<file path="config.mk">
export PLATFORM = sky130hd
export DESIGN_NAME = black_border_inset_tracker_flat
export DESIGN_NICKNAME = d
export VERILOG_FILES = /design/src/design/bbit_pkg.sv /design/src/design/bbit_if.sv /design/src/design/bbit_cfg_regs.sv /design/src/design/bbit_edge_calc.sv /design/src/design/black_border_inset_tracker.sv /design/src/flat_wrapper.sv
export SDC_FILE = /design/constraint.sdc
export NUM_CORES = 1
export LEC_CHECK = 0
export BUFFER_PORTS_ARGS = -buffer_cell sky130_fd_sc_hd__clkbuf_2
export CAP_MARGIN = 20
export CORE_MARGIN = 3
export CORE_UTILIZATION = 45
export DETAILED_ROUTE_END_ITERATION = 8
export GPL_TIMING_DRIVEN = 0
export SLEW_MARGIN = 40
export SYNTH_ARGS = -nofsm -noshare
export SYNTH_HDL_FRONTEND = slang
export SYNTH_SLANG_ARGS = --single-unit
</file>
<file path="constraint.sdc">
create_clock -name i_clk -period 11.5 [get_ports i_clk]
set_clock_uncertainty 0.1 [all_clocks]
set_input_delay 1.725 -clock i_clk [delete_from_list [all_inputs] [get_ports i_clk]]
set_output_delay 1.725 -clock i_clk [all_outputs]
set_load 0.03 [all_outputs]
</file>
<file path="src/design/bbit_pkg.sv">
`default_nettype none

package bbit_pkg;

    // Geometry of the tracker.
    localparam int EDGE_TOTAL = 4;
    localparam int EDGE_W     = 2;
    localparam int LEVEL_W    = 8;
    localparam int RUN_W      = 6;
    localparam int CFG_IDX_W  = 3;
    localparam int CFG_DATA_W = 8;

    localparam logic [RUN_W-1:0] RUN_MAX = '1;

    // Item commands.
    localparam logic CMD_PLAN    = 1'b0;
    localparam logic CMD_CAPTURE = 1'b1;

    // Edge codes.
    localparam logic [EDGE_W-1:0] SIDE_TOP    = 2'd0;
    localparam logic [EDGE_W-1:0] SIDE_RIGHT  = 2'd1;
    localparam logic [EDGE_W-1:0] SIDE_BOTTOM = 2'd2;
    localparam logic [EDGE_W-1:0] SIDE_LEFT   = 2'd3;

    // Configuration register indexes.
    typedef enum logic [CFG_IDX_W-1:0] {
        REG_BLACK_THRESHOLD   = 3'd0,
        REG_CONTENT_THRESHOLD = 3'd1,
        REG_INITIAL_STREAK    = 3'd2,
        REG_WALKING_STREAK    = 3'd3,
        REG_STEP_SIZE         = 3'd4,
        REG_ROW_LIMIT         = 3'd5,
        REG_COLUMN_LIMIT      = 3'd6,
        REG_PROBE_PERIOD      = 3'd7
    } t_reg_idx;

    // Reset values of the configuration registers.
    localparam logic [7:0]       RST_BLACK_THRESHOLD   = 8'd12;
    localparam logic [7:0]       RST_CONTENT_THRESHOLD = 8'd40;
    localparam logic [RUN_W-1:0] RST_INITIAL_STREAK    = 6'd45;
    localparam logic [RUN_W-1:0] RST_WALKING_STREAK    = 6'd4;
    localparam logic [7:0]       RST_STEP_SIZE         = 8'd16;
    localparam logic [7:0]       RST_ROW_LIMIT         = 8'd160;
    localparam logic [7:0]       RST_COLUMN_LIMIT      = 8'd192;
    localparam logic [7:0]       RST_PROBE_PERIOD      = 8'd64;

    typedef struct packed {
        logic [7:0]       black_threshold;
        logic [7:0]       content_threshold;
        logic [RUN_W-1:0] initial_streak;
        logic [RUN_W-1:0] walking_streak;
        logic [7:0]       step_size;
        logic [7:0]       row_limit;
        logic [7:0]       column_limit;
        logic [7:0]       probe_period;
    } t_cfg;

    typedef struct packed {
        logic              cmd;
        logic [EDGE_W-1:0] edge_req;
        logic              probe_flag;
        logic [7:0]        peak_level;
    } t_item;

    typedef struct packed {
        logic       probe_now;
        logic [7:0] capture_inset;
        logic       discard;
        logic [7:0] inset_now;
    } t_result;

    // Tracking state kept for one edge.
    typedef struct packed {
        logic [7:0]         inset;
        logic [RUN_W-1:0]   run;
        logic               walking;
        logic [LEVEL_W-1:0] level;
        logic [7:0]         count;
    } t_edge_state;

    typedef t_edge_state [EDGE_TOTAL-1:0] t_edge_vec;

endpackage

`default_nettype wire

</file>
<file path="src/design/bbit_if.sv">
`default_nettype none

// Channel that carries one input word.
interface bbit_item_if;
    logic                        valid;
    logic                        ready;
    logic                        cmd;
    logic [bbit_pkg::EDGE_W-1:0] edge_req;
    logic                        probe_flag;
    logic [7:0]                  peak_level;

    modport source (output valid, cmd, edge_req, probe_flag, peak_level, input ready);
    modport sink   (input valid, cmd, edge_req, probe_flag, peak_level, output ready);
endinterface

// Channel that carries one result word.
interface bbit_result_if;
    logic       valid;
    logic       ready;
    logic       probe_now;
    logic [7:0] capture_inset;
    logic       discard;
    logic [7:0] inset_now;

    modport source (output valid, probe_now, capture_inset, discard, inset_now, input ready);
    modport sink   (input valid, probe_now, capture_inset, discard, inset_now, output ready);
endinterface

// Configuration write channel.
interface bbit_cfg_if;
    logic                            valid;
    logic                            ready;
    logic [bbit_pkg::CFG_IDX_W-1:0]  index;
    logic [bbit_pkg::CFG_DATA_W-1:0] data;

    modport source (output valid, index, data, input ready);
    modport sink   (input valid, index, data, output ready);
endinterface

`default_nettype wire

</file>
<file path="src/design/bbit_cfg_regs.sv">
`default_nettype none

module bbit_cfg_regs (
    input  wire             i_clk,
    input  wire             i_rst_n,
    bbit_cfg_if.sink        i_cfg,
    output bbit_pkg::t_cfg  o_cfg
);

    bbit_pkg::t_cfg r_cfg;

    // Writes are always taken.
    assign i_cfg.ready = 1'b1;
    assign o_cfg       = r_cfg;

    // Register file with its reset values.
    always_ff @(posedge i_clk) begin
        if (!i_rst_n) begin
            r_cfg.black_threshold   <= bbit_pkg::RST_BLACK_THRESHOLD;
            r_cfg.content_threshold <= bbit_pkg::RST_CONTENT_THRESHOLD;
            r_cfg.initial_streak    <= bbit_pkg::RST_INITIAL_STREAK;
            r_cfg.walking_streak    <= bbit_pkg::RST_WALKING_STREAK;
            r_cfg.step_size         <= bbit_pkg::RST_STEP_SIZE;
            r_cfg.row_limit         <= bbit_pkg::RST_ROW_LIMIT;
            r_cfg.column_limit      <= bbit_pkg::RST_COLUMN_LIMIT;
            r_cfg.probe_period      <= bbit_pkg::RST_PROBE_PERIOD;
        end else if (i_cfg.valid) begin
            unique case (bbit_pkg::t_reg_idx'(i_cfg.index))
                bbit_pkg::REG_BLACK_THRESHOLD:   r_cfg.black_threshold   <= i_cfg.data;
                bbit_pkg::REG_CONTENT_THRESHOLD: r_cfg.content_threshold <= i_cfg.data;
                bbit_pkg::REG_INITIAL_STREAK: begin
                    r_cfg.initial_streak <= i_cfg.data[bbit_pkg::RUN_W-1:0];
                end
                bbit_pkg::REG_WALKING_STREAK: begin
                    r_cfg.walking_streak <= i_cfg.data[bbit_pkg::RUN_W-1:0];
                end
                bbit_pkg::REG_STEP_SIZE:    r_cfg.step_size    <= i_cfg.data;
                bbit_pkg::REG_ROW_LIMIT:    r_cfg.row_limit    <= i_cfg.data;
                bbit_pkg::REG_COLUMN_LIMIT: r_cfg.column_limit <= i_cfg.data;
                bbit_pkg::REG_PROBE_PERIOD: r_cfg.probe_period <= i_cfg.data;
                default: ;
            endcase
        end
    end

endmodule

`default_nettype wire

</file>
<file path="src/design/bbit_edge_calc.sv">
`default_nettype none

module bbit_edge_calc (
    input  wire bbit_pkg::t_item        i_item,
    input  wire bbit_pkg::t_cfg         i_cfg,
    input  wire bbit_pkg::t_edge_vec    i_state,
    output bbit_pkg::t_result           o_result,
    output bbit_pkg::t_edge_state       o_state
);

    bbit_pkg::t_edge_state       cur;
    logic                        black;
    logic                        content_seen;
    logic [7:0]                  limit;
    logic [8:0]                  count_inc;
    logic [bbit_pkg::RUN_W-1:0]  needed;
    logic [bbit_pkg::RUN_W-1:0]  run_inc;
    logic [8:0]                  grown;
    logic                        probe;

    // Shared terms of the edge update.
    always_comb begin
        cur   = i_state[i_item.edge_req];
        black = (i_item.peak_level <= i_cfg.black_threshold);
        content_seen = 1'b0;
        for (int o = 0; o < bbit_pkg::EDGE_TOTAL; o++) begin
            if ((bbit_pkg::EDGE_W'(o) != i_item.edge_req)
                    && (i_state[o].level >= i_cfg.content_threshold)) begin
                content_seen = 1'b1;
            end
        end
        limit = ((i_item.edge_req == bbit_pkg::SIDE_TOP)
                 || (i_item.edge_req == bbit_pkg::SIDE_BOTTOM))
                ? i_cfg.row_limit : i_cfg.column_limit;
        count_inc = {1'b0, cur.count} + 9'd1;
        needed    = cur.walking ? i_cfg.walking_streak : i_cfg.initial_streak;
        run_inc   = (cur.run != bbit_pkg::RUN_MAX) ? cur.run + 1'b1 : cur.run;
        grown     = {1'b0, cur.inset} + {1'b0, i_cfg.step_size};
    end

    // Next state of the addressed edge and the result word.
    always_comb begin
        o_state  = cur;
        o_result = '0;
        probe    = 1'b0;
        if (i_item.cmd == bbit_pkg::CMD_PLAN) begin
            // The capture counter wraps at the probe period.
            if (count_inc >= {1'b0, i_cfg.probe_period}) begin
                o_state.count = '0;
            end else begin
                o_state.count = count_inc[7:0];
            end
            probe = (cur.inset != '0) && (o_state.count == '0);
            o_result.probe_now     = probe;
            o_result.capture_inset = probe ? 8'd0 : cur.inset;
        end else begin
            o_result.probe_now = i_item.probe_flag;
            if (i_item.probe_flag) begin
                // A black probe is dropped; content at the edge clears it.
                if (black) begin
                    o_result.discard = 1'b1;
                end else begin
                    o_state.inset   = '0;
                    o_state.run     = '0;
                    o_state.walking = 1'b0;
                    o_state.level   = i_item.peak_level;
                end
            end else begin
                o_state.level = i_item.peak_level;
                if (black && content_seen && (limit != '0)) begin
                    if (run_inc >= needed) begin
                        o_state.run = '0;
                        if (grown <= {1'b0, limit}) begin
                            o_state.inset   = grown[7:0];
                            o_state.walking = 1'b1;
                        end else begin
                            o_state.inset   = '0;
                            o_state.walking = 1'b0;
                        end
                    end else begin
                        o_state.run = run_inc;
                    end
                end else begin
                    o_state.run = '0;
                    if (!black) begin
                        o_state.walking = 1'b0;
                    end
                end
            end
        end
        o_result.inset_now = o_state.inset;
    end

endmodule

`default_nettype wire

</file>
<file path="src/design/black_border_inset_tracker.sv">
// An accepted word is held first in the input register and then in the result
// register, from which it is presented as a result.
// Throughput: one word per cycle while the result side is ready; the edge update
// is a single pass of logic between the input register and the result register.
// Reset clears all per-edge state, empties both registers and returns the
// configuration registers to their default values. No clearing pass is needed.
`default_nettype none

module black_border_inset_tracker (
    input  wire         i_clk,
    input  wire         i_rst_n,
    bbit_item_if.sink   i_item,
    bbit_cfg_if.sink    i_cfg,
    bbit_result_if.source o_result
);

    bbit_pkg::t_cfg        w_cfg;
    bbit_pkg::t_result     w_calc_result;
    bbit_pkg::t_edge_state w_calc_state;
    logic                  w_adv;

    logic                  r_in_valid;
    bbit_pkg::t_item       r_in;
    logic                  r_out_valid;
    bbit_pkg::t_result     r_out;
    bbit_pkg::t_edge_vec   r_state;

    bbit_cfg_regs u_cfg_regs (
        .i_clk   (i_clk),
        .i_rst_n (i_rst_n),
        .i_cfg   (i_cfg),
        .o_cfg   (w_cfg)
    );

    bbit_edge_calc u_edge_calc (
        .i_item   (r_in),
        .i_cfg    (w_cfg),
        .i_state  (r_state),
        .o_result (w_calc_result),
        .o_state  (w_calc_state)
    );

    // The held word moves on when the result register is free or being read.
    assign w_adv        = r_in_valid && (!r_out_valid || o_result.ready);
    assign i_item.ready = !r_in_valid || w_adv;

    // Control and per-edge state.
    always_ff @(posedge i_clk) begin
        if (!i_rst_n) begin
            r_in_valid  <= 1'b0;
            r_out_valid <= 1'b0;
            r_state     <= '0;
        end else begin
            if (i_item.ready) begin
                r_in_valid <= i_item.valid;
            end
            if (w_adv) begin
                r_out_valid              <= 1'b1;
                r_state[r_in.edge_req]   <= w_calc_state;
            end else if (o_result.ready) begin
                r_out_valid <= 1'b0;
            end
        end
    end

    // Payload registers.
    always_ff @(posedge i_clk) begin
        if (i_item.valid && i_item.ready) begin
            r_in.cmd        <= i_item.cmd;
            r_in.edge_req   <= i_item.edge_req;
            r_in.probe_flag <= i_item.probe_flag;
            r_in.peak_level <= i_item.peak_level;
        end
        if (w_adv) begin
            r_out <= w_calc_result;
        end
    end

    assign o_result.valid         = r_out_valid;
    assign o_result.probe_now     = r_out.probe_now;
    assign o_result.capture_inset = r_out.capture_inset;
    assign o_result.discard       = r_out.discard;
    assign o_result.inset_now     = r_out.inset_now;

    // A discarded word is always a probe capture and never carries an inset to use.
    a_discard_is_probe: assert property (@(posedge i_clk) disable iff (!i_rst_n)
        (r_out_valid && r_out.discard) |-> (r_out.probe_now && (r_out.capture_inset == '0)))
        else $error("discard without probe");

    // A probing word never asks for a capture away from the edge.
    a_probe_at_zero: assert property (@(posedge i_clk) disable iff (!i_rst_n)
        (r_out_valid && r_out.probe_now) |-> (r_out.capture_inset == '0))
        else $error("probe with nonzero capture inset");

    // Both registers are empty right after reset.
    a_empty_after_reset: assert property (@(posedge i_clk)
        $past(!i_rst_n) |-> (!r_out_valid && !r_in_valid))
        else $error("pipeline not empty after reset");

    // A held word that cannot move blocks the input side.
    a_stall_blocks_input: assert property (@(posedge i_clk) disable iff (!i_rst_n)
        (r_in_valid && r_out_valid && !o_result.ready) |-> !i_item.ready)
        else $error("input taken while stalled");

endmodule

`default_nettype wire
</file>
<file path="src/flat_wrapper.sv">
// flat-port wrapper written by rule: the top's interface ports become plain ports
module black_border_inset_tracker_flat 
  (i_clk, i_rst_n, i_item_valid, i_item_cmd, i_item_edge_req, i_item_probe_flag, i_item_peak_level, i_item_ready, i_cfg_valid, i_cfg_index, i_cfg_data, i_cfg_ready, o_result_valid, o_result_probe_now, o_result_capture_inset, o_result_discard, o_result_inset_now, o_result_ready);
  bbit_item_if i_item_i ();
  bbit_cfg_if i_cfg_i ();
  bbit_result_if o_result_i ();
  input  wire i_clk;
  input  wire i_rst_n;
  input wire logic [$bits(i_item_i.valid)-1:0] i_item_valid;
  input wire logic [$bits(i_item_i.cmd)-1:0] i_item_cmd;
  input wire logic [$bits(i_item_i.edge_req)-1:0] i_item_edge_req;
  input wire logic [$bits(i_item_i.probe_flag)-1:0] i_item_probe_flag;
  input wire logic [$bits(i_item_i.peak_level)-1:0] i_item_peak_level;
  output wire logic [$bits(i_item_i.ready)-1:0] i_item_ready;
  input wire logic [$bits(i_cfg_i.valid)-1:0] i_cfg_valid;
  input wire logic [$bits(i_cfg_i.index)-1:0] i_cfg_index;
  input wire logic [$bits(i_cfg_i.data)-1:0] i_cfg_data;
  output wire logic [$bits(i_cfg_i.ready)-1:0] i_cfg_ready;
  output wire logic [$bits(o_result_i.valid)-1:0] o_result_valid;
  output wire logic [$bits(o_result_i.probe_now)-1:0] o_result_probe_now;
  output wire logic [$bits(o_result_i.capture_inset)-1:0] o_result_capture_inset;
  output wire logic [$bits(o_result_i.discard)-1:0] o_result_discard;
  output wire logic [$bits(o_result_i.inset_now)-1:0] o_result_inset_now;
  input wire logic [$bits(o_result_i.ready)-1:0] o_result_ready;
  assign i_item_i.valid = i_item_valid;
  assign i_item_i.cmd = i_item_cmd;
  assign i_item_i.edge_req = i_item_edge_req;
  assign i_item_i.probe_flag = i_item_probe_flag;
  assign i_item_i.peak_level = i_item_peak_level;
  assign i_item_ready = i_item_i.ready;
  assign i_cfg_i.valid = i_cfg_valid;
  assign i_cfg_i.index = i_cfg_index;
  assign i_cfg_i.data = i_cfg_data;
  assign i_cfg_ready = i_cfg_i.ready;
  assign o_result_valid = o_result_i.valid;
  assign o_result_probe_now = o_result_i.probe_now;
  assign o_result_capture_inset = o_result_i.capture_inset;
  assign o_result_discard = o_result_i.discard;
  assign o_result_inset_now = o_result_i.inset_now;
  assign o_result_i.ready = o_result_ready;
  black_border_inset_tracker u_core (.i_clk(i_clk), .i_rst_n(i_rst_n), .i_item(i_item_i), .i_cfg(i_cfg_i), .o_result(o_result_i));
endmodule
</file>
After elaboration in Yosys (flattened, before gate mapping). Cells that the tools add are included.

Reduce and logical (&&, ||, !) cells: 32. Eq/ne operators: 12. Magnitude comparators: 10. Add/subtract/negate cells: 3. Mux-type cells: 30.

Operators with widths (count): $bwmux 124 (1); $mux 23 (3); $bmux 31 s2 (1); $demux 31 s2 (1); $mux 31 (2); $mux 8 (7); $ge 8x8->1 (4); $mux 6 (3); $reduce_and 2->1 (9); $reduce_bool 8->1 (2); $eq 3x3->1 const B (4); $mux 1 (11); $logic_and 1x1->1 (10); $add 8x1->9 const B (1); $add 8x8->9 (1); $ge 9x8->1 (1); $le 9x8->1 (1); $le 8x8->1 (1); $logic_not 8->1 (1); $mux 7 (1); $add 6x1->6 const B (1); $eq 3x2->1 const B (2); $ge 6x6->1 (1); $ne 6x6->1 const B (1); other kinds (12) (17).

Bits of input ports: 28. Word-level logic and storage cells: 125. Flip-flop bits (word level): 216.

Longest topological paths before layout. Gate-level depths: netlist of run 1.

Depth after elaboration: 12. Depth in mapped cells: 21. Gate-level depth less buffers: 18.

By module. From an unflattened synthesis of run 1, not the netlist that was laid out.

Cells, all modules: 1148. Area total of the unflattened synthesis: 11499.8 µm².

By module, submodules not included: black_border_inset_tracker (cells each 478, area an instance 5527.8 µm², instances 1, sequential area each 3423.3 µm²); bbit_edge_calc (cells each 447, area an instance 3642.2 µm², instances 1, sequential area each 0.0 µm²); bbit_cfg_regs (cells each 223, area an instance 2329.7 µm², instances 1, sequential area each 1201.2 µm²).

Worst setup path before layout of run 1. OpenSTA, ideal clock, no wires.

Kind: reg-to-reg. From: reg u_core.r_in[10] in the netlist's numbering. To: reg u_core.r_state[121] in the netlist's numbering. Setup time: 0.074 ns. Path buffers: 3. Stages on the path, launching flop included: 21. Slack: 6.503 ns. Clock period less this slack: 4.997 ns. Arrival: 4.822 ns. Path through: edfxtp_1 buf_2 buf_2 buf_2 mux2_2 o21ai_1 inv_1 ha_1 fa_1 a211o_1 a21o_1 a21oi_1 xnor2_1 ha_1 nor4_1 o21ai_0 o221a_2 a311o_1 nor4b_1 nand2_1 a31oi_1.

RTL lines: from (decl) (RTL line black_border_inset_tracker.sv:23) `bbit_pkg::t_item r_in;`; to (signal, indexed assignment) (RTL line black_border_inset_tracker.sv:59) `r_state[r_in.edge_req] <= w_calc_state;`; to (decl) (RTL line black_border_inset_tracker.sv:26) `bbit_pkg::t_edge_vec r_state;`.

==> results.ini, run 1 <==
[critical_path]
crit_path_max_incr_delay_ns = 0.80
crit_path_frequent_cell = buf_2
worstPathRequired_ns = 11.78
start_kind = flop
end_kind = flop
cpLargestDelayFamily = compound AO/OA/AOI/OAI gates
crit_fanout = 10
cp_num_buf_inv = 4
crit_chain = buf_2 > buf_2 > buf_2 > mux2_2 > o21ai_1 > inv_1 > ha_1 > fa_1 > a211o_1 > a21o_1 > a21oi_1 > xnor2_1 > ha_1 > nor4_1 > o21ai_0 > o221a_2 > a311o_1 > nor4b_1 > nand2_1 > nand2_1
path_class = reg -> reg
cp_slowest_cell = nor4b_1
cp_data_arrival_time_ns = 6.97

[cts]
clock-sinks = 216
cts_tree = done
post_cts_buffers = 0
cts_buffer_depth = 3
cts_buffers = 24
clock_latency_ns = 0.53
post_cts_resized = 0
clk_pin_slew_ns = 0.06
cts_hold_buf = 0
root_buffer = clkbuf_16
htreeDepth = 1

[synthesis]
yosysWarnings = 0
synth_cells = 1197
synth_top_family_by_area = compound AO/OA/AOI/OAI gates
synth_nets = 1298
synth_top_area_share_pct = 33.43
synth_top_cell_by_area = dfxtp_1
ys_seq_elements = 216
synthAdderAreaFrac_pct = 8.267
synth_edf_count = 30
synth_cell_type_count = 70
synth_area_leaders = dfxtp_1, edfxtp_1, ha_1
synthXorXnorAreaFrac_pct = 1.101
synth_compound_area_share_pct = 21.63
syn_area_per_cell_sq_um = 9.306
async_flop_share_pct = 0
ys_seq_area_share_pct = 41.51
synth_area_sq_um = 11140
synth-simple-area-share_pct = 13.31
yosys-mux-area-fraction_pct = 9.761
synth_top_flop_cell = dfxtp_1

[sta]
period_share_pct = 58.13
worst_pin_slew_ns = 0.9193
setup_violations = 0
rsz0062_at_grt = no
finalCriticalPeriod_ns = 6.685
slew_violations = 0
fmax_mhz = 149.6
hold_viol = 0
slew_headroom_pct = 37.85
whs_ns = 0.3680
finalSetupTns_ns = 0

[placed_design]
gp_congestion = 0.8670
io_buffer_count = 39
dp_hpwl_mm = 24.59

[drt]
drt_wl_total_mm = 33.41
drc = 0
postRouteAntennaNets = 0
avgRoutedWirePerCell_microns = 20.89
drtIter0Drc = 735
vias_per_cell = 5.947
dr.pass1.iters = 5
vias = 9510

[final_layout]
final_util_pct = 52.62
area_growth_pct = 12.86
fin_nets = 1363
antenna_cells = 0
drive_above_1_share_pct = 11.33

[global_routing]
grt_max_degree = 23
antenna_found_initial = 0
first_global_vias = 9101
overflow = 0
grtUsageTotal_pct = 24.77
grt_pass1_wl_mm = 51.43

[hold_path]
hp-class = reg -> reg

[power]
vdd_drop_max_uv = 126.3
p_leak_nw = 4.914
p_per_area_nw_per_um2 = 141.6
p_total_w = 0.001780

[floorplan]
io_pins = 49
die_h_microns = 163.3
die_w_microns = 163.3
start_util_pct = 46.62
core-area_sq_um = 23890
dieArea_sq_um = 26680
row_count = 56

[job]
maxCapViolCount = 0

[status]
status = complete, no violations

[synth_stat cells, types with 12 or more instances]
master and count:
nor2_1 42, a21oi_1 94, ha_1 72, o211ai_1 20
nor2b_1 16, clkbuf_1 52, dfxtp_1 186, inv_1 43
mux4_2 23, nand3_1 53, o21ai_0 123, a31oi_1 28
nand2_1 143, o221ai_1 12, a21boi_0 40, mux2i_1 37
nand4_1 13, edfxtp_1 30, a211oi_1 12, buf_2 15
[cells in the final DEF (no fill, tap or decap), drive strengths merged, types with 8 or more instances in the layout]
cell type / Yosys / routed
a21oi: 94 / 94
buf: 22 / 22
a21boi: 40 / 40
mux4: 28 / 28
clkinv: 0 / 8
ha: 72 / 72
mux2i: 37 / 37
nand4: 13 / 13
nor2b: 16 / 16
o211ai: 20 / 20
a211oi: 12 / 12
clkbuf: 52 / 126
edfxtp: 30 / 30
nand2b: 10 / 10
nand3: 53 / 53
a31oi: 28 / 28
nand2: 143 / 143
nor2: 43 / 43
o221ai: 12 / 12
nor3: 12 / 12
xnor2: 11 / 11
o21ai: 129 / 129
dfxtp: 186 / 186
inv: 43 / 43
[cells by family (layout without fill, tap and decap cells)]
group / Yosys count / count (layout)
flops: 216 / 216
fa+ha+maj: 73 / 73
buf+inv: 117 / 200
mux: 71 / 71
xor+xnor: 14 / 14
compound gates: 387 / 387
simple gates: 318 / 318
other cells: 1 / 1
[final timing paths]
check	from	end	slack, ns	depth (start not counted)
hold reg to reg	u_core.u_cfg_regs.o_cfg[22]$_SDFFE_PN0P_	u_core.u_cfg_regs.o_cfg[22]$_SDFFE_PN0P_	0.37	2
setup reg to reg	u_core.r_in[10]$_DFFE_PP_	u_core.o_result.inset_now[6]$_DFFE_PP_	4.81	20
hold / removal	u_core.u_cfg_regs.o_cfg[22]$_SDFFE_PN0P_	u_core.u_cfg_regs.o_cfg[22]$_SDFFE_PN0P_	0.37	2
setup / recovery	u_core.r_in[10]$_DFFE_PP_	u_core.o_result.inset_now[6]$_DFFE_PP_	4.81	20
[tightest hold or removal path, cell delays in order (launching register included)]
cell and delay (ns):
dfxtp_1 0.31, nand2_1 0.05, a21boi_0 0.06
[through the flow]
step	cell area, sq um	setup slack, ns	std cells
floorplan	11140	6.503	1197
global placement	11730	5.089	1555
detailed placement	11740	5.017	1555
CTS	12550	4.975	1599
global route	12570	4.524	1599
finish	12570	4.815	1599
[report_power, final]
group | internal (W) | switching (W)
clock | 0.000459 | 0.000315
sequential | 0.000790 | 0.0000141
combinational | 0.0000673 | 0.000135
[cell type report]
cell class	instances	area [sq um]
Fill cell	2231	11320
Clock buffer	35	764.5
Multi-Input combinational cell	864	6057
Sequential cell	216	4624
Timing Repair Buffer	39	195.2
Clock inverter	9	43.79
Inverter	43	161.4
Tap cell	319	399.1
Buffer	74	326.6
[metal layers]
metal / global-route usage (%) / wire, microns / part of all wire, %
met5: 0 / 0 / 0
met4: 9.304 / 1342 / 4.0
met3: 2.562 / 1744 / 5.2
met2: 39.98 / 15150 / 45
met1: 34.44 / 15170 / 45
[flip-flops by register name (all words and copies together), names as in the netlist]
signal / count
u_core.o_result.valid: 1
u_core.o_result.probe_now: 1
u_core.u_cfg_regs.o_cfg: 60
u_core.o_result.capture_inset: 8
u_core.r_in: 12
u_core.r_in_valid: 1
u_core.o_result.inset_now: 8
u_core.r_state: 124
u_core.o_result.discard: 1
(Power assumes the default switching activity.)
==> inputs of run 2 (changes only) <==
clock period = 6.3 ns   (was 11.5 ns; I/O delays follow)
==> results.ini, run 2 (same netlist as run 1, synthesis figures left out) <==
[critical_path]
crit_chain = buf_2 > clkbuf_4 > clkbuf_4 > mux2_2 > o21ai_2 > inv_1 > ha_1 > fa_1 > a211o_1 > a21o_1 > a21oi_1 > xnor2_1 > ha_1 > nor4_1 > o21ai_0 > o221a_2 > a311o_1 > nor3_1 > nand2_1 > nand2_1
worstPathRequired_ns = 6.57  ; -5.21 ns
cpLargestDelayFamily = compound AO/OA/AOI/OAI gates
crit_path_max_incr_delay_ns = 0.50  ; -0.30 ns
cp_num_buf_inv = 4  ; unchanged
cp_data_arrival_time_ns = 6.26  ; -0.71 ns
end_kind = flop
cp_slowest_cell = nor3_1
start_kind = flop
path_class = reg -> reg
crit_fanout = 10  ; unchanged

[final_layout]
fin_cells = 1599  ; unchanged
drive_above_1_share_pct = 11.64  ; +0.31 points
mostFrequentLayoutCells = dfxtp_1, nand2_1, o21ai_0, a21oi_1, ha_1
fin_nets = 1363  ; unchanged
largest_register = u_core.r_state
largest_reg_flops = 124  ; unchanged
final_common_cell = dfxtp_1
final_util_pct = 52.80  ; +0.18 points
antenna_cells = 0  ; unchanged
area_growth_pct = 13.25

[floorplan]
die_w_microns = 163.3  ; unchanged
core-area_sq_um = 23890  ; unchanged
row_count = 56  ; unchanged
dieArea_sq_um = 26680  ; unchanged
die_h_microns = 163.3  ; unchanged
start_util_pct = 46.62  ; unchanged
io_pins = 49  ; unchanged

[power]
p_per_area_nw_per_um2 = 257.2  ; +82%
vdd_drop_max_uv = 231.4  ; +83%
intPower_w = 0.002403  ; +83%
p_leak_nw = 4.918  ; about the same
switching_power_w = 0.0008421  ; +82%
pwr-share-comb_pct = 11.4  ; about the same
seq_power_share_pct = 45.2  ; about the same
power_frac_clock_pct = 43.4  ; about the same
p_sw_share_pct = 25.95  ; -0.10 points

[sta]
rsz0062_at_grt = no
finalSetupTns_ns = 0  ; unchanged
whs_ns = 0.3681  ; +0.00007600 ns
period_share_pct = 95.09  ; +37 points
slew_headroom_pct = 44.25  ; +6.4 points
worst_pin_slew_ns = 0.8307  ; -0.08855 ns
setup_violations = 0  ; unchanged
finalCriticalPeriod_ns = 5.991  ; -0.6946 ns
slew_violations = 0  ; unchanged
hold_viol = 0  ; unchanged
fmax_mhz = 166.9  ; +12%

[status]
status = complete, no violations

[placed_design]
gp_congestion = 0.8670  ; unchanged
dp_cells = 1555  ; unchanged
dp_hpwl_mm = 24.59  ; unchanged
io_buffer_count = 39  ; unchanged

[cts]
cts_tree = done
cts_buffers = 24  ; unchanged
cts_hold_buf = 0  ; unchanged
cts_buffer_depth = 3  ; unchanged
clock-sinks = 216  ; unchanged
root_buffer = clkbuf_16
htreeDepth = 1  ; unchanged
clk_pin_slew_ns = 0.06  ; about the same
clock_latency_ns = 0.53  ; about the same

[global_routing]
grt_pass1_wl_mm = 51.44  ; about the same
grtUsageTotal_pct = 24.78  ; about the same
first_global_vias = 9100  ; -0.011%
antenna_found_initial = 0  ; unchanged
overflow = 0  ; unchanged
grt_max_degree = 23  ; unchanged

[drt]
drtIter0Drc = 719  ; -2.2%
dr.pass1.iters = 5  ; unchanged
drc = 0  ; unchanged
avgRoutedWirePerCell_microns = 20.87  ; -0.11%
drt_wl_total_mm = 33.37  ; -0.11%
vias = 9524  ; +0.15%
vias_per_cell = 5.956  ; +0.15%
postRouteAntennaNets = 0  ; unchanged

[hold_path]
hp-class = reg -> reg

[job]
maxCapViolCount = 0  ; unchanged

==> run 2: layout make-up <==
type | instances | area, sq um
clock inverter | 9 | 43.79
clock buffer | 35 | 764.5
multi-input combinational | 864 | 6096
tap | 319 | 399.1
fill | 2226 | 11280
timing repair buffer | 39 | 195.2
buffer | 74 | 331.6
sequential | 216 | 4624
inverter | 43 | 161.4
==> run 2: final timing paths <==
check	start	end	slack, ns	cells past startpoint
worst max-delay path	u_core.r_in[10]$_DFFE_PP_	u_core.o_result.inset_now[3]$_DFFE_PP_	0.31	20
worst min-delay path	u_core.u_cfg_regs.o_cfg[22]$_SDFFE_PN0P_	u_core.u_cfg_regs.o_cfg[22]$_SDFFE_PN0P_	0.37	2
worst max register to register	u_core.r_in[10]$_DFFE_PP_	u_core.o_result.inset_now[3]$_DFFE_PP_	0.31	20
worst min register to register	u_core.u_cfg_regs.o_cfg[22]$_SDFFE_PN0P_	u_core.u_cfg_regs.o_cfg[22]$_SDFFE_PN0P_	0.37	2
==> run 2: tightest hold or removal path, cell delays in order, from the launching register on <==
cell      delay, ns
dfxtp_1        0.31
nand2_1        0.05
a21boi_0       0.06
==> run 2: repair_timing <==
| item | 4_1_cts | 5_1_grt |
|---|---|---|
| endpoints found under the setup margin | 15 | 34 |
| pin swaps | 0 | 0 |
| cloned | 0 | 0 |
| resized for setup | 3 | 6 |
| setup buffers | 0 | 0 |
==> run 2: power by group through the flow <==
stage | Sequential, W | Combinational, W | Clock, W
3_3_place_gp | 0.00150 | 0.000355 | 0
3_5_place_dp | 0.00150 | 0.000361 | 0
2_1_floorplan | 0.00150 | 0.000237 | 0
5_1_grt | 0.00147 | 0.000402 | 0.00149
4_1_cts | 0.00147 | 0.000363 | 0.00143
6_report | 0.00147 | 0.000370 | 0.00141
==> run 2: per-stage QoR <==
stage / setup WS, ns / instance area [sq um] / total power (W)
floorplan: 1.303 / 11140 / 0.001738
global placement: -0.1114 / 11730 / 0.001852
detailed placement: -0.1830 / 11740 / 0.001859
CTS: 0.03513 / 12570 / 0.003263
global route: 0.06630 / 12620 / 0.003360
finish: 0.3092 / 12620 / 0.003245
==> run 2: per-layer routing <==
layer | global-route usage, % | wire (microns) | vias up
met5 | 0 | 0 | -
met4 | 9.343 | 1354 | 0
met2 | 39.96 | 15080 | 282
met1 | 34.45 | 15270 | 4605
met3 | 2.562 | 1671 | 70
li1 | - | - | 4567
==> inputs of run 3 (changes only) <==
PLACE_DENSITY_LB_ADDON = 0.1   (was unset)
==> results.ini, run 3 (same netlist as run 1, synthesis figures left out) <==
[power]
p_leak_nw = 4.915  ; about the same
p_total_w = 0.003317  ; +2.2%
p_per_area_nw_per_um2 = 263.3  ; +2.4%
vdd_drop_max_uv = 212.0  ; -8.4%

[global_routing]
antenna_found_initial = 1  ; +1
busiest_layer = met2
met1_usage_pct = 34.89  ; +0.44 points
overflow = 0  ; unchanged
met2_usage_pct = 41.04  ; +1.1 points
grtUsageTotal_pct = 25.42  ; +0.65 points
grtUsageMet3_pct = 3.145  ; +0.58 points
first_global_vias = 9273  ; +1.9%
grt_pass1_wl_mm = 52.91  ; +2.9%
grt_max_degree = 23  ; unchanged

[placed_design]
placed_cell_area_sq_um = 11740  ; unchanged
io_buffer_count = 39  ; unchanged
dp_cells = 1555  ; unchanged
pre_cts_ws_ns = -0.2555  ; -0.07247 ns
gp_congestion = 0.8874  ; +2.4%
dp_hpwl_mm = 24.65  ; +0.23%

[critical_path]
crit_chain = buf_2 > clkbuf_4 > clkbuf_4 > mux2_2 > o21ai_2 > inv_1 > ha_1 > fa_1 > a211o_1 > a21o_1 > a21oi_1 > xnor2_1 > ha_1 > nor4_1 > o21ai_0 > o221a_2 > a311o_1 > nor4b_2 > nand2_1 > a31oi_1
worstPathRequired_ns = 6.64  ; +0.07 ns
path_class = reg -> reg
cp_slowest_cell = nor4b_2
crit_fanout = 10  ; unchanged
crit_path_max_incr_delay_ns = 0.51  ; about the same
start_kind = flop
end_kind = flop
cp_data_arrival_time_ns = 6.27  ; about the same

[cts]
post_cts_resized = 4  ; +1
clock_latency_ns = 0.52  ; about the same
root_buffer = clkbuf_16
clock-sinks = 216  ; unchanged
cts_buffers = 24  ; unchanged
post_cts_buffers = 0  ; unchanged
clk_pin_slew_ns = 0.06  ; about the same
cts_tree = done
cts_hold_buf = 0  ; unchanged
htreeDepth = 1  ; unchanged
cts_buffer_depth = 3  ; unchanged

[drt]
drc = 0  ; unchanged
drtIter0Drc = 701  ; -2.5%
drt_wl_total_mm = 33.69  ; +0.93%
postRouteAntennaNets = 0  ; unchanged
dr.pass1.iters = 5  ; unchanged
vias_per_cell = 5.931  ; -0.43%
avgRoutedWirePerCell_microns = 21.07  ; +0.93%
vias = 9483  ; -0.43%

[final_layout]
nFillCells = 2252  ; +1.2%
fin_nets = 1363  ; unchanged
area_growth_pct = 13.11
largest_reg_flops = 124  ; unchanged
drive_above_1_share_pct = 11.09  ; -0.55 points
fin_area_sq_um = 12600  ; -0.13%
seq_area_sq_um = 4624  ; unchanged
antenna_cells = 0  ; unchanged
largest_register = u_core.r_state
mostFrequentLayoutCells = dfxtp_1, nand2_1, o21ai_0, a21oi_1, ha_1
fin_cells = 1599  ; unchanged
final_common_cell = dfxtp_1
multi_input_area_sq_um = 6060  ; -0.60%

[floorplan]
die_h_microns = 163.3  ; unchanged
io_pins = 49  ; unchanged
die_w_microns = 163.3  ; unchanged
dieArea_sq_um = 26680  ; unchanged
start_util_pct = 46.62  ; unchanged
core-area_sq_um = 23890  ; unchanged
row_count = 56  ; unchanged

[sta]
finalSetupTns_ns = 0  ; unchanged
rsz0062_at_grt = no
slew_headroom_pct = 39.36  ; -4.9 points
finalWorstSetupSlack_ns = 0.3707  ; +0.06151 ns
hold_viol = 0  ; unchanged
fmax_mhz = 168.7  ; +1.0%
slew_violations = 0  ; unchanged
finalCriticalPeriod_ns = 5.929  ; -0.06151 ns
period_share_pct = 94.12  ; -0.98 points
worst_pin_slew_ns = 0.9020  ; +0.07131 ns
setup_violations = 0  ; unchanged

[status]
status = complete, no violations

[job]
maxCapViolCount = 0  ; unchanged

[hold_path]
hp-class = reg -> reg

-- run 3: power breakdown --
group / internal, W / total, W / switching, W
clock network: 0.000909 / 0.00148 / 0.000571
registers: 0.00144 / 0.00147 / 0.0000250
logic: 0.000123 / 0.000370 / 0.000247
total: 0.00247 / 0.00332 / 0.000843
-- run 3: critical path: cells and delay by family (launching register included) --
| kind | cells | cell delay (ns) |
|---|---|---|
| mux | 1 | 0.38 |
| compound gates | 8 | 2.01 |
| fa+ha+maj | 3 | 0.90 |
| flops | 1 | 0.31 |
| buf+inv | 4 | 1.07 |
| simple gates | 3 | 0.95 |
| xor+xnor | 1 | 0.12 |
-- run 3: final cells by class --
| class | instances | share of cell area (%) |
|---|---|---|
| Buffer | 74 | 2.632 |
| Clock buffer | 39 | 5.780 |
| Clock inverter | 5 | 0.7944 |
| Inverter | 43 | 1.281 |
| Multi-Input combinational cell | 864 | 48.09 |
| Sequential cell | 216 | 36.70 |
| Tap cell | 319 | 3.168 |
| Timing Repair Buffer | 39 | 1.549 |
-- run 3: routing by layer --
layer	share of wire, %	vias to the layer above
li1	-	4570
met1	45	4537
met2	46	310
met3	5.2	66
met4	3.9	0
met5	0	-
-- run 3: path summary, 6_finish.rpt --
kind | from | to | slack [ns] | cells after the start
max reg2reg | u_core.r_in[10]$_DFFE_PP_ | u_core.r_state[90]$_SDFFE_PN0P_ | 0.37 | 20
max | u_core.r_in[10]$_DFFE_PP_ | u_core.r_state[90]$_SDFFE_PN0P_ | 0.37 | 20
min reg2reg | u_core.u_cfg_regs.o_cfg[53]$_SDFFE_PN0P_ | u_core.u_cfg_regs.o_cfg[53]$_SDFFE_PN0P_ | 0.36 | 2
min | u_core.u_cfg_regs.o_cfg[53]$_SDFFE_PN0P_ | u_core.u_cfg_regs.o_cfg[53]$_SDFFE_PN0P_ | 0.36 | 2
-- run 3: stage by stage --
stage / utilization, % / hold WS [ns]
2_1_floorplan: - / 0.3405
3_3_place_gp: 49.11 / 0.3500
3_5_place_dp: 49.15 / 0.3567
4_1_cts: 52.71 / 0.3650
5_1_grt: 52.73 / 0.3873
6_report: 52.73 / 0.3642
